[config.mk]
export PLATFORM = sky130hd
export DESIGN_NAME = sdpid_ctrl
export DESIGN_NICKNAME = d
export VERILOG_FILES = /design/src/sdpid_pkg.sv /design/src/sdpid_ctrl.sv
export SDC_FILE = /design/constraint.sdc
export NUM_CORES = 1
export LEC_CHECK = 0
export BUFFER_PORTS_ARGS = -buffer_cell sky130_fd_sc_hd__buf_2
export CAP_MARGIN = 25
export CORE_AREA = 2 2 39 41
export CTS_BUF_LIST = sky130_fd_sc_hd__clkbuf_8
export DETAILED_ROUTE_END_ITERATION = 8
export DIE_AREA = 0 0 41 43
export PLACE_DENSITY_LB_ADDON = 0.15
export SETUP_SLACK_MARGIN = 0.05
export SLEW_MARGIN = 20
export SYNTH_ARGS = -nofsm -noshare
export SYNTH_HDL_FRONTEND = slang
export SYNTH_SLANG_ARGS = --single-unit
[constraint.sdc]
create_clock -name clock -period 1.7 [get_ports clock]
set_input_delay 0.085 -clock clock [delete_from_list [all_inputs] [get_ports clock]]
set_output_delay 0.085 -clock clock [all_outputs]
set_load 0.005 [all_outputs]
[src/sdpid_pkg.sv]
// Shared types and constants of the split-direction PID controller.
package sdpid_pkg;

   localparam int unsigned IntegW = 48;
   localparam int unsigned SumW   = 58;
   localparam int unsigned DivW   = 64;
   localparam int unsigned DivDW  = 32;
   localparam int unsigned CntW   = 7;
   localparam int unsigned RecipSh = 36;

   localparam logic [IntegW-1:0] INTEG_MAX = {IntegW{1'b1}};
   localparam logic [CntW-1:0] DIV_DE_STEPS = 7'd26;
   localparam logic [25:0] MS_PER_S    = 26'd1000;
   // Reciprocal of 1000 scaled by 2^36, exact for dividends below 2^26.
   localparam logic [26:0] RECIP_MS    = 27'd68719477;
   localparam logic [2:0]  DEC_DIGITS  = 3'd4;

   // Register indexes of the configuration port.
   localparam logic [2:0] REG_GAIN_P   = 3'd0;
   localparam logic [2:0] REG_GAIN_I   = 3'd1;
   localparam logic [2:0] REG_GAIN_D   = 3'd2;
   localparam logic [2:0] REG_OUT_MIN  = 3'd3;
   localparam logic [2:0] REG_OUT_MAX  = 3'd4;
   localparam logic [2:0] REG_INTERVAL = 3'd5;

   typedef struct packed {
      logic [15:0] gain_p;
      logic [15:0] gain_i;
      logic [15:0] gain_d;
      logic [7:0]  output_min;
      logic [7:0]  output_max;
      logic [15:0] min_interval_ms;
   } cfg_type;

   typedef enum logic [3:0] {
      OP_NONE,
      OP_CAPTURE,
      OP_RESET,
      OP_AREA,
      OP_ACCUM,
      OP_DE_START,
      OP_DE_TAKE,
      OP_IMUL_LO,
      OP_IMUL_HI,
      OP_I_START,
      OP_SUM,
      OP_FINISH
   } op_type;

   typedef enum logic [3:0] {
      ST_IDLE,
      ST_DECIDE,
      ST_ACCUM,
      ST_DE_START,
      ST_DE_WAIT,
      ST_DE_TAKE,
      ST_IMUL_LO,
      ST_IMUL_HI,
      ST_I_START,
      ST_I_WAIT,
      ST_SUM,
      ST_FINISH,
      ST_RESP
   } state_type;

   typedef struct packed {
      op_type op;
      logic   rsp_load;
      logic   rsp_updated;
   } cmd_type;

   typedef struct packed {
      logic is_reset;
      logic due;
      logic div_idle;
   } status_type;

endpackage

[src/sdpid_ctrl.sv]
// Sequencer of the controller update and the response handshake.
module sdpid_ctrl (
   input  logic                   clock,
   input  logic                   reset,
   input  logic                   req_valid,
   output logic                   req_stall,
   output logic                   rsp_valid,
   input  logic                   rsp_stall,
   input  sdpid_pkg::status_type  status,
   output sdpid_pkg::cmd_type     cmd
);
   import sdpid_pkg::*;

   state_type state_ff;
   state_type state_in;
   logic      upd_ff;
   logic      upd_in;
   logic      rsp_valid_ff;
   logic      out_free;

   assign out_free  = !rsp_valid_ff || !rsp_stall;
   assign req_stall = (state_ff != ST_IDLE);
   assign rsp_valid = rsp_valid_ff;

   // Next state.
   always_comb begin
      state_in = state_ff;
      upd_in   = upd_ff;
      case (state_ff)
         ST_IDLE: begin
            if (req_valid) begin
               state_in = ST_DECIDE;
            end
         end
         ST_DECIDE: begin
            upd_in = 1'b0;
            if (!status.is_reset && status.due) begin
               state_in = ST_ACCUM;
            end else begin
               state_in = ST_RESP;
            end
         end
         ST_ACCUM:    state_in = ST_DE_START;
         ST_DE_START: state_in = ST_DE_WAIT;
         ST_DE_WAIT: begin
            if (status.div_idle) begin
               state_in = ST_DE_TAKE;
            end
         end
         ST_DE_TAKE:  state_in = ST_IMUL_LO;
         ST_IMUL_LO:  state_in = ST_IMUL_HI;
         ST_IMUL_HI:  state_in = ST_I_START;
         ST_I_START:  state_in = ST_I_WAIT;
         ST_I_WAIT: begin
            if (status.div_idle) begin
               state_in = ST_SUM;
            end
         end
         ST_SUM:      state_in = ST_FINISH;
         ST_FINISH: begin
            upd_in   = 1'b1;
            state_in = ST_RESP;
         end
         ST_RESP: begin
            if (out_free) begin
               state_in = ST_IDLE;
            end
         end
         default: state_in = ST_IDLE;
      endcase
   end

   // Commands to the datapath.
   always_comb begin
      cmd.op          = OP_NONE;
      cmd.rsp_load    = 1'b0;
      cmd.rsp_updated = upd_ff;
      case (state_ff)
         ST_IDLE: begin
            if (req_valid) begin
               cmd.op = OP_CAPTURE;
            end
         end
         ST_DECIDE: begin
            if (status.is_reset) begin
               cmd.op = OP_RESET;
            end else if (status.due) begin
               cmd.op = OP_AREA;
            end
         end
         ST_ACCUM:    cmd.op = OP_ACCUM;
         ST_DE_START: cmd.op = OP_DE_START;
         ST_DE_TAKE:  cmd.op = OP_DE_TAKE;
         ST_IMUL_LO:  cmd.op = OP_IMUL_LO;
         ST_IMUL_HI:  cmd.op = OP_IMUL_HI;
         ST_I_START:  cmd.op = OP_I_START;
         ST_SUM:      cmd.op = OP_SUM;
         ST_FINISH:   cmd.op = OP_FINISH;
         ST_RESP:     cmd.rsp_load = out_free;
         default:     cmd.op = OP_NONE;
      endcase
   end

   always_ff @(posedge clock) begin
      if (reset) begin
         state_ff     <= ST_IDLE;
         upd_ff       <= 1'b0;
         rsp_valid_ff <= 1'b0;
      end else begin
         state_ff <= state_in;
         upd_ff   <= upd_in;
         if (cmd.rsp_load) begin
            rsp_valid_ff <= 1'b1;
         end else if (!rsp_stall) begin
            rsp_valid_ff <= 1'b0;
         end
      end
   end

   // A waiting response is never overwritten.
   a_no_overwrite: assert property (@(posedge clock) disable iff (reset)
      cmd.rsp_load |-> (!rsp_valid_ff || !rsp_stall))
      else $error("response overwritten while stalled");

   // The sequence stays in the derivative wait state while the divider runs.
   a_div_wait: assert property (@(posedge clock) disable iff (reset)
      (state_ff == ST_DE_WAIT && !status.div_idle) |=> (state_ff == ST_DE_WAIT))
      else $error("left divider wait early");

   // A request is taken only by the idle sequencer.
   a_one_item: assert property (@(posedge clock) disable iff (reset)
      (req_valid && !req_stall) |=> (state_ff == ST_DECIDE))
      else $error("accepted request not sequenced");
endmodule

* Yosys cells after proc, flatten, opt, wreduce, memory -nomap -nowiden
Index checks and enable logic that the tools add are counted.
** Operators by class
- Mux-type cells :: 14
- Equality and inequality tests :: 17
- Reduce and logical (&&, ||, !) cells :: 9
** Operator list (number)
- $pmux W4 S13 :: 1
- $pmux W4 S10 :: 1
- $eq A4 B4 Y1 const B :: 5
- $mux W4 :: 5
- $eq A4 B3 Y1 const B :: 4
- $eq A4 B2 Y1 const B :: 2
- $ne A2 B2 Y1 const B :: 4
- $eq A4 B1 Y1 const B :: 1
- $logic_not A4 Y1 :: 1
- $mux W1 :: 4
- $mux W2 :: 2
- $reduce_and A4 Y1 :: 1
- $reduce_bool A4 Y1 :: 1
- $logic_not A1 Y1 :: 3
- $ne A2 B1 Y1 const B :: 1
- $pmux W1 S2 :: 1
- $reduce_bool A2 Y1 :: 1
- $logic_and A1 B1 Y1 :: 1
- $logic_or A1 B1 Y1 :: 1
** Storage, ports and cells
- Logic and storage cells :: 43
- Bits of input ports :: 7
- Bits in registers :: 6

* Logic depth before layout (Yosys ltp)
Gate-level depths: netlist of run 1.
- Depth after elaboration :: 4
- Depth in mapped cells :: 5
- Mapped depth without buffers :: 4

* Least setup slack after synthesis of run 1
Ideal clock, no wire load.
- Path kind :: flip-flop to flip-flop
- From :: register state_ff[2]
- To :: register state_ff[3]
- Setup slack :: 520 ps
- Arrival time :: 1054 ps
- Path buffers :: 1
- Stages on the path, launching flop included :: 6
- Setup time :: 127 ps
- Cell sequence :: dfxtp_1 -> buf_2 -> nor2_1 -> and3b_1 -> a211oi_1 -> o31ai_2
** On the way
- Cells in the longest elaborated chain, start to end :: 3
- Elaborated cells between the ends (all ways) :: 19
** RTL lines
- start: declaration :: line sdpid_ctrl.sv:14 : state_type state_ff;
- start signal: assignment :: line sdpid_ctrl.sv:110 : state_ff <= state_in;
- $eq A4 B4 Y1 (tied with other cells) :: line sdpid_ctrl.sv:29 : case (state_ff)
- $ne A2 B2 Y1 (no source line)
- $reduce_and A4 Y1 (no source line)
Parallel ways exist; a longest one is shown, timed or not.
A chain may end at the register's enable or synchronous reset.

==> out/metrics.cfg, run 1 <==
[cells_and_area]
multiInputGateArea_um2 = 373
fin_nets = 89
antennaDiodeCount = 0
syn2layout_area_growth_pct = 24.2
n_fill_cell = 149
layout_commonest_cell = buf_2
regArea_um2 = 123
drive_gt1_share_pct = 33.8
layout_common_cells = buf_2 (14), nor2_1 (7), a21oi_1 (6), o21ai_0 (6)

[power_and_ir_drop]
leakage_uw = 0.000291
power_density_nw_per_um2 = 1620
ir_drop_mv = 0.812
power_uw = 1050

[setup_path]
endpoint_kind = primary output
criticalPathCategory = register to primary output
cp-start-kind = register
arrival_ns = 1.39
path_max_fanout = 9
worstPathRequired_ns = 1.62

[cts]
h-tree-depth = 1
hold_buffers = 0
numCtsBuffers = 3
clk_latency_ns = 0.22
clock-sinks = 6
clk_pin_slew_worst_paths_ns = 0.04
cts_tree = done
cts_max_path_buffers = 2
cts-root-buf = clkbuf_8

[place]
gp_congestion = 0.734
portBuffers = 14
place_hpwl_um = 873

[global_routing]
overflow = 0
grt_usage_pct = 15.6
grt_pass1_vias = 445
grt_pass1_wl_um = 1900
antenna_found_initial = 0
grt_max_degree = 17

[logic_synthesis]
synth_nets = 73
synth-async-reset-ratio_pct = 0
synth_ff_type = dfxtp_1
yosys.area_share.adder_pct = 0
synth_cells = 66
avgSynthCellArea_um2 = 7.92
synth_compound_area_share_pct = 35.2
synth.distinct_cells = 32
ys_seq_area_share_pct = 23.0
synth_edf_count = 0
yosys.area_share.simple_pct = 30.6
syn-cell-area_um2 = 523
ys_ff_latch = 6
synth.mux.area_fraction_pct = 3.83
synth_top_family_by_area = compound AO/OA/AOI/OAI gates
synth-xor-area-share_pct = 1.67
ys_warn_count = 0

[sta]
setup_tns_ns = 0
fin_skew_ns = 0.00224
fin_crit_sh_pct = 86.7
min_period_ns = 1.47
setup_viol = 0
final_hold_viol_count = 0
relSlewSlack_pct = 73.8
rsz0062_at_grt = false
tightest_slew_ns = 0.392
max_freq_mhz = 679
slew_viol_final = 0

[run_status]
status = completed

[route]
wire_per_inst_um = 11.9
ant_nets = 0
via_per_inst = 5.47
drt_wl_total_um = 1140
first_iter_violations = 11
vias = 525
drcViolationCount = 0
drt_pass1_iterations = 4

[die]
std_cell_rows = 14
die_w_um = 41
die_area_um2 = 1760
start_util_pct = 37.8
num_io_pins = 15
chipHeight_um = 43
placeableCoreArea_um2 = 1380

[flow_run]
max_cap_violations = 0

[min_path]
hp-class = input port to register

metrics by stage:
step	instances	setup slack, ns	hold slack, ns	util [%]	instance area (um2)
6_report	96	0.226	0.131	46.9	649
5_1_grt	96	0.106	0.159	46.9	649
4_1_cts	96	0.0977	0.130	46.7	647
3_5_place_dp	93	0.222	0.364	43.8	606
3_3_place_gp	93	0.225	0.370	43.8	606
2_1_floorplan	66	0.520	0.225	-	523
layout make-up:
class	count	share of cell area (%)
Tap cell	16	3.08
Multi-Input combinational cell	54	57.4
Clock buffer	3	6.36
Sequential cell	6	18.9
Timing Repair Buffer	17	14.3
Yosys cell counts, types with 2 or more instances:
cell type  n  share of area (%)
nor2_1     7                5.0
a21oi_1    6                5.7
dfxtp_1    6                 23
o21ai_0    6                5.7
nand2b_1   4                4.8
buf_2      3                2.9
nand2_1    3                2.2
nor2b_1    3                3.6
a211oi_1   2                2.9
and3b_1    2                3.3
mux2i_1    2                3.8
nand3b_1   2                2.9
final timing paths:
path / cells past startpoint / to / from / slack (ns)
max: 5 / cmd[5] / state_ff[3] / 0.23
min: 2 / upd_ff / reset / 0.13
max reg2reg: 4 / state_ff[2] / state_ff[0] / 0.33
min reg2reg: 2 / upd_ff / upd_ff / 0.49
timing repair:
action / CTS / global route
buffers inserted: 0 / 0
gates resized for setup: 0 / 2
endpoints found under the setup margin: 0 / 3
endpoints found under the hold margin: 0 / 0
state kept, by name, summed over array words and instances (netlist names):
register,count
state_ff,4
rsp_valid,1
upd_ff,1
report_power, final:
part           total [uW]  switching (uW)  internal (uW)  leakage (uW)
Sequential            294             109            185     0.0000498
Combinational         552             276            276      0.000219
Clock                 206            54.9            152     0.0000216
worst max-delay path, cell delays in order (launching register included):
cell	delay, ns
dfxtp_2	0.36
buf_4	0.16
nor2b_1	0.15
or2_1	0.22
a22o_1	0.17
buf_2	0.12
cell families (layout without fill, tap and decap cells):
logic type / after synthesis / in the layout
AND/OR/NAND/NOR: 27 / 27
XOR/XNOR: 1 / 1
buffers and inverters: 6 / 20
flip-flops: 6 / 6
multiplexers: 2 / 2
AO/OA/AOI/OAI: 24 / 24
routing by layer:
| metal | GRT usage [%] | wire, um | vias up |
|---|---|---|---|
| met3 | 9.42 | 98 | 0 |
| met4 | 0 | 0 | 0 |
| met2 | 21.6 | 501 | 20 |
| met1 | 21.9 | 542 | 233 |
| met5 | 0 | 0 | - |
| li1 | - | - | 272 |
Note: power is estimated with default switching activity, not from simulation.
==> run 2, diff against run 1 <==
Settings changed: RECOVER_POWER set to 50.
==> run 2 against run 1 <==
Power decreased by 3.6%. Largest power group unchanged. Critical endpoint is now state_ff[2]. Clock skew about the same. Count of clock-buffer cells in the layout unchanged. Critical path type is now register to register. Combinational power down 7.1%. Hold slack is essentially flat. Sequential share of layout area up 0.64 points.
==> out/metrics.cfg, run 2 (synthesized netlist as in run 1, its figures left out) <==
[run_status]
status = completed

[flow_run]
max_cap_violations = 0  ; unchanged

[setup_path]
rr_endpoint = state_ff[2]
r2r-start = state_ff[0]
worstPathRequired_ns = 1.84  ; +0.22 ns
cp-start-kind = register
criticalPathCategory = register to register
endpoint_kind = register
reg2reg_depth = 4  ; unchanged
reg2reg_slack_ns = 0.21  ; -0.12 ns
arrival_ns = 1.63  ; +0.24 ns
path_max_fanout = 14  ; +5

[die]
std_cell_rows = 14  ; unchanged
start_util_pct = 37.8  ; unchanged
die_w_um = 41  ; unchanged
die_area_um2 = 1760  ; unchanged
num_io_pins = 15  ; unchanged
placeableCoreArea_um2 = 1380  ; unchanged
chipHeight_um = 43  ; unchanged

[sta]
max_freq_mhz = 673  ; -0.77%
fin_crit_sh_pct = 87.4  ; +0.68 points
timing.hold.ws_ns = 0.131  ; +0.000355 ns
slew_viol_final = 0  ; unchanged
relSlewSlack_pct = 73.4  ; -0.39 points
setup_viol = 0  ; unchanged
final_hold_viol_count = 0  ; unchanged
fin_skew_ns = 0.00252  ; +0.000279 ns
setup_tns_ns = 0  ; unchanged
tightest_slew_ns = 0.398  ; +0.00589 ns
min_period_ns = 1.49  ; +0.0115 ns
rsz0062_at_grt = false

[route]
drt_pass1_iterations = 4  ; unchanged
drt_wl_total_um = 1140  ; -0.26%
wire_per_inst_um = 11.9  ; -0.26%
ant_nets = 0  ; unchanged
first_iter_violations = 15  ; +4
vias = 518  ; -1.3%
drcViolationCount = 0  ; unchanged
via_per_inst = 5.40  ; -1.3%

[cells_and_area]
syn2layout_area_growth_pct = 20.1
layout_commonest_cell = buf_2
regArea_um2 = 123  ; unchanged
fin_nets = 89  ; unchanged
layout_common_cells = buf_2 (12), nor2_1 (7), a21oi_1 (6), o21ai_0 (6), nand2b_1 (5)
largest_reg_flops = 4  ; unchanged
final_area_um2 = 628  ; -3.3%
utilization_pct = 45.4  ; -1.5 points
drive_gt1_share_pct = 30.0  ; -3.8 points
multiInputGateArea_um2 = 354  ; -5.0%
largest_register = state_ff
n_fill_cell = 152  ; +2.0%
antennaDiodeCount = 0  ; unchanged

[min_path]
hold_end = upd_ff
hold_path_depth = 2  ; unchanged
hold_start = reset
hp-class = input port to register

[power_and_ir_drop]
power_density_nw_per_um2 = 1610  ; -0.37%
ir_drop_mv = 0.812  ; about the same
leakage_uw = 0.000272  ; -6.5%
p_clk_share_pct = 20.4  ; +0.8 points
power_uw = 1010  ; -3.6%
combPwrFrac_pct = 50.6  ; -1.9 points
seq_power_share_pct = 29.0  ; +1.1 points
p_sw_uw = 426  ; -3.1%
sw_frac_of_total_pct = 42.0  ; +0.21 points
p_int_uw = 588  ; -4.0%

[global_routing]
grt-busiest-layer = met1
grt_pass1_vias = 445  ; unchanged
antenna_found_initial = 0  ; unchanged
grt_max_degree = 17  ; unchanged
overflow = 0  ; unchanged
use_met2_pct = 21.6  ; unchanged
grt_pass1_wl_um = 1900  ; unchanged
grt_use_met1_pct = 21.9  ; unchanged
use_met3_pct = 9.42  ; unchanged
grt_usage_pct = 15.6  ; unchanged

[place]
portBuffers = 14  ; unchanged
placed_area_um2 = 606  ; unchanged
gp_congestion = 0.734  ; unchanged
place_hpwl_um = 873  ; unchanged

[cts]
h-tree-depth = 1  ; unchanged
hold_buffers = 0  ; unchanged
cts_resized = 0  ; unchanged
clk_pin_slew_worst_paths_ns = 0.04  ; about the same
clk_latency_ns = 0.22  ; about the same
cts_tree = done
numCtsBuffers = 3  ; unchanged
clock-sinks = 6  ; unchanged
cts-root-buf = clkbuf_8
postCtsSetupBuffers = 0  ; unchanged
cts_max_path_buffers = 2  ; unchanged

[run 2: cell type report]
class,count,share of cell area (%)
clock buffer,3,6.57
multi-input combinational,54,56.4
sequential,6,19.5
tap,16,3.19
timing repair buffer,17,14.3
[run 2: per-stage QoR]
step | setup slack, ns | instances
finish | 0.215 | 96
global route | 0.0967 | 96
CTS | 0.0977 | 96
detailed placement | 0.222 | 93
global placement | 0.225 | 93
floorplan | 0.520 | 66
[run 2: worst max-delay path, cell delays in order, from the launching register on]
cell	delay, ns
dfxtp_1	0.42
nand2b_1	0.22
nand2b_1	0.20
o221ai_2	0.35
mux2i_1	0.22
[run 2: how the worst max path moves through the flow]
| stage | start | endpoint | slack (ns) | cells after the start |
|---|---|---|---|---|
| finish | state_ff[0] | state_ff[2] | 0.21 | 4 |
| global route | state_ff[0] | state_ff[2] | 0.1 | 4 |
| CTS | state_ff[2] | cmd[3] | 0.1 | 4 |
| detailed placement | state_ff[2] | state_ff[2] | 0.22 | 4 |
| global placement | state_ff[2] | state_ff[2] | 0.22 | 4 |
| floorplan | state_ff[2] | state_ff[3] | 0.52 | 5 |
[run 2: power by group through the flow]
stage	combinational (uW)	clock [uW]	sequential (uW)
after CTS	556	215	289
after global placement	559	0	291
after floorplan	459	0	218
after detailed placement	554	0	290
after global routing	572	226	309
final	513	207	294
[run 2: metal layers]
layer / routed length, um / part of all wire [%] / vias to the layer above
li1: - / - / 271
met1: 555 / 49 / 232
met2: 499 / 44 / 15
met3: 86 / 7.5 / 0
met4: 0 / 0 / 0
met5: 0 / 0 / -
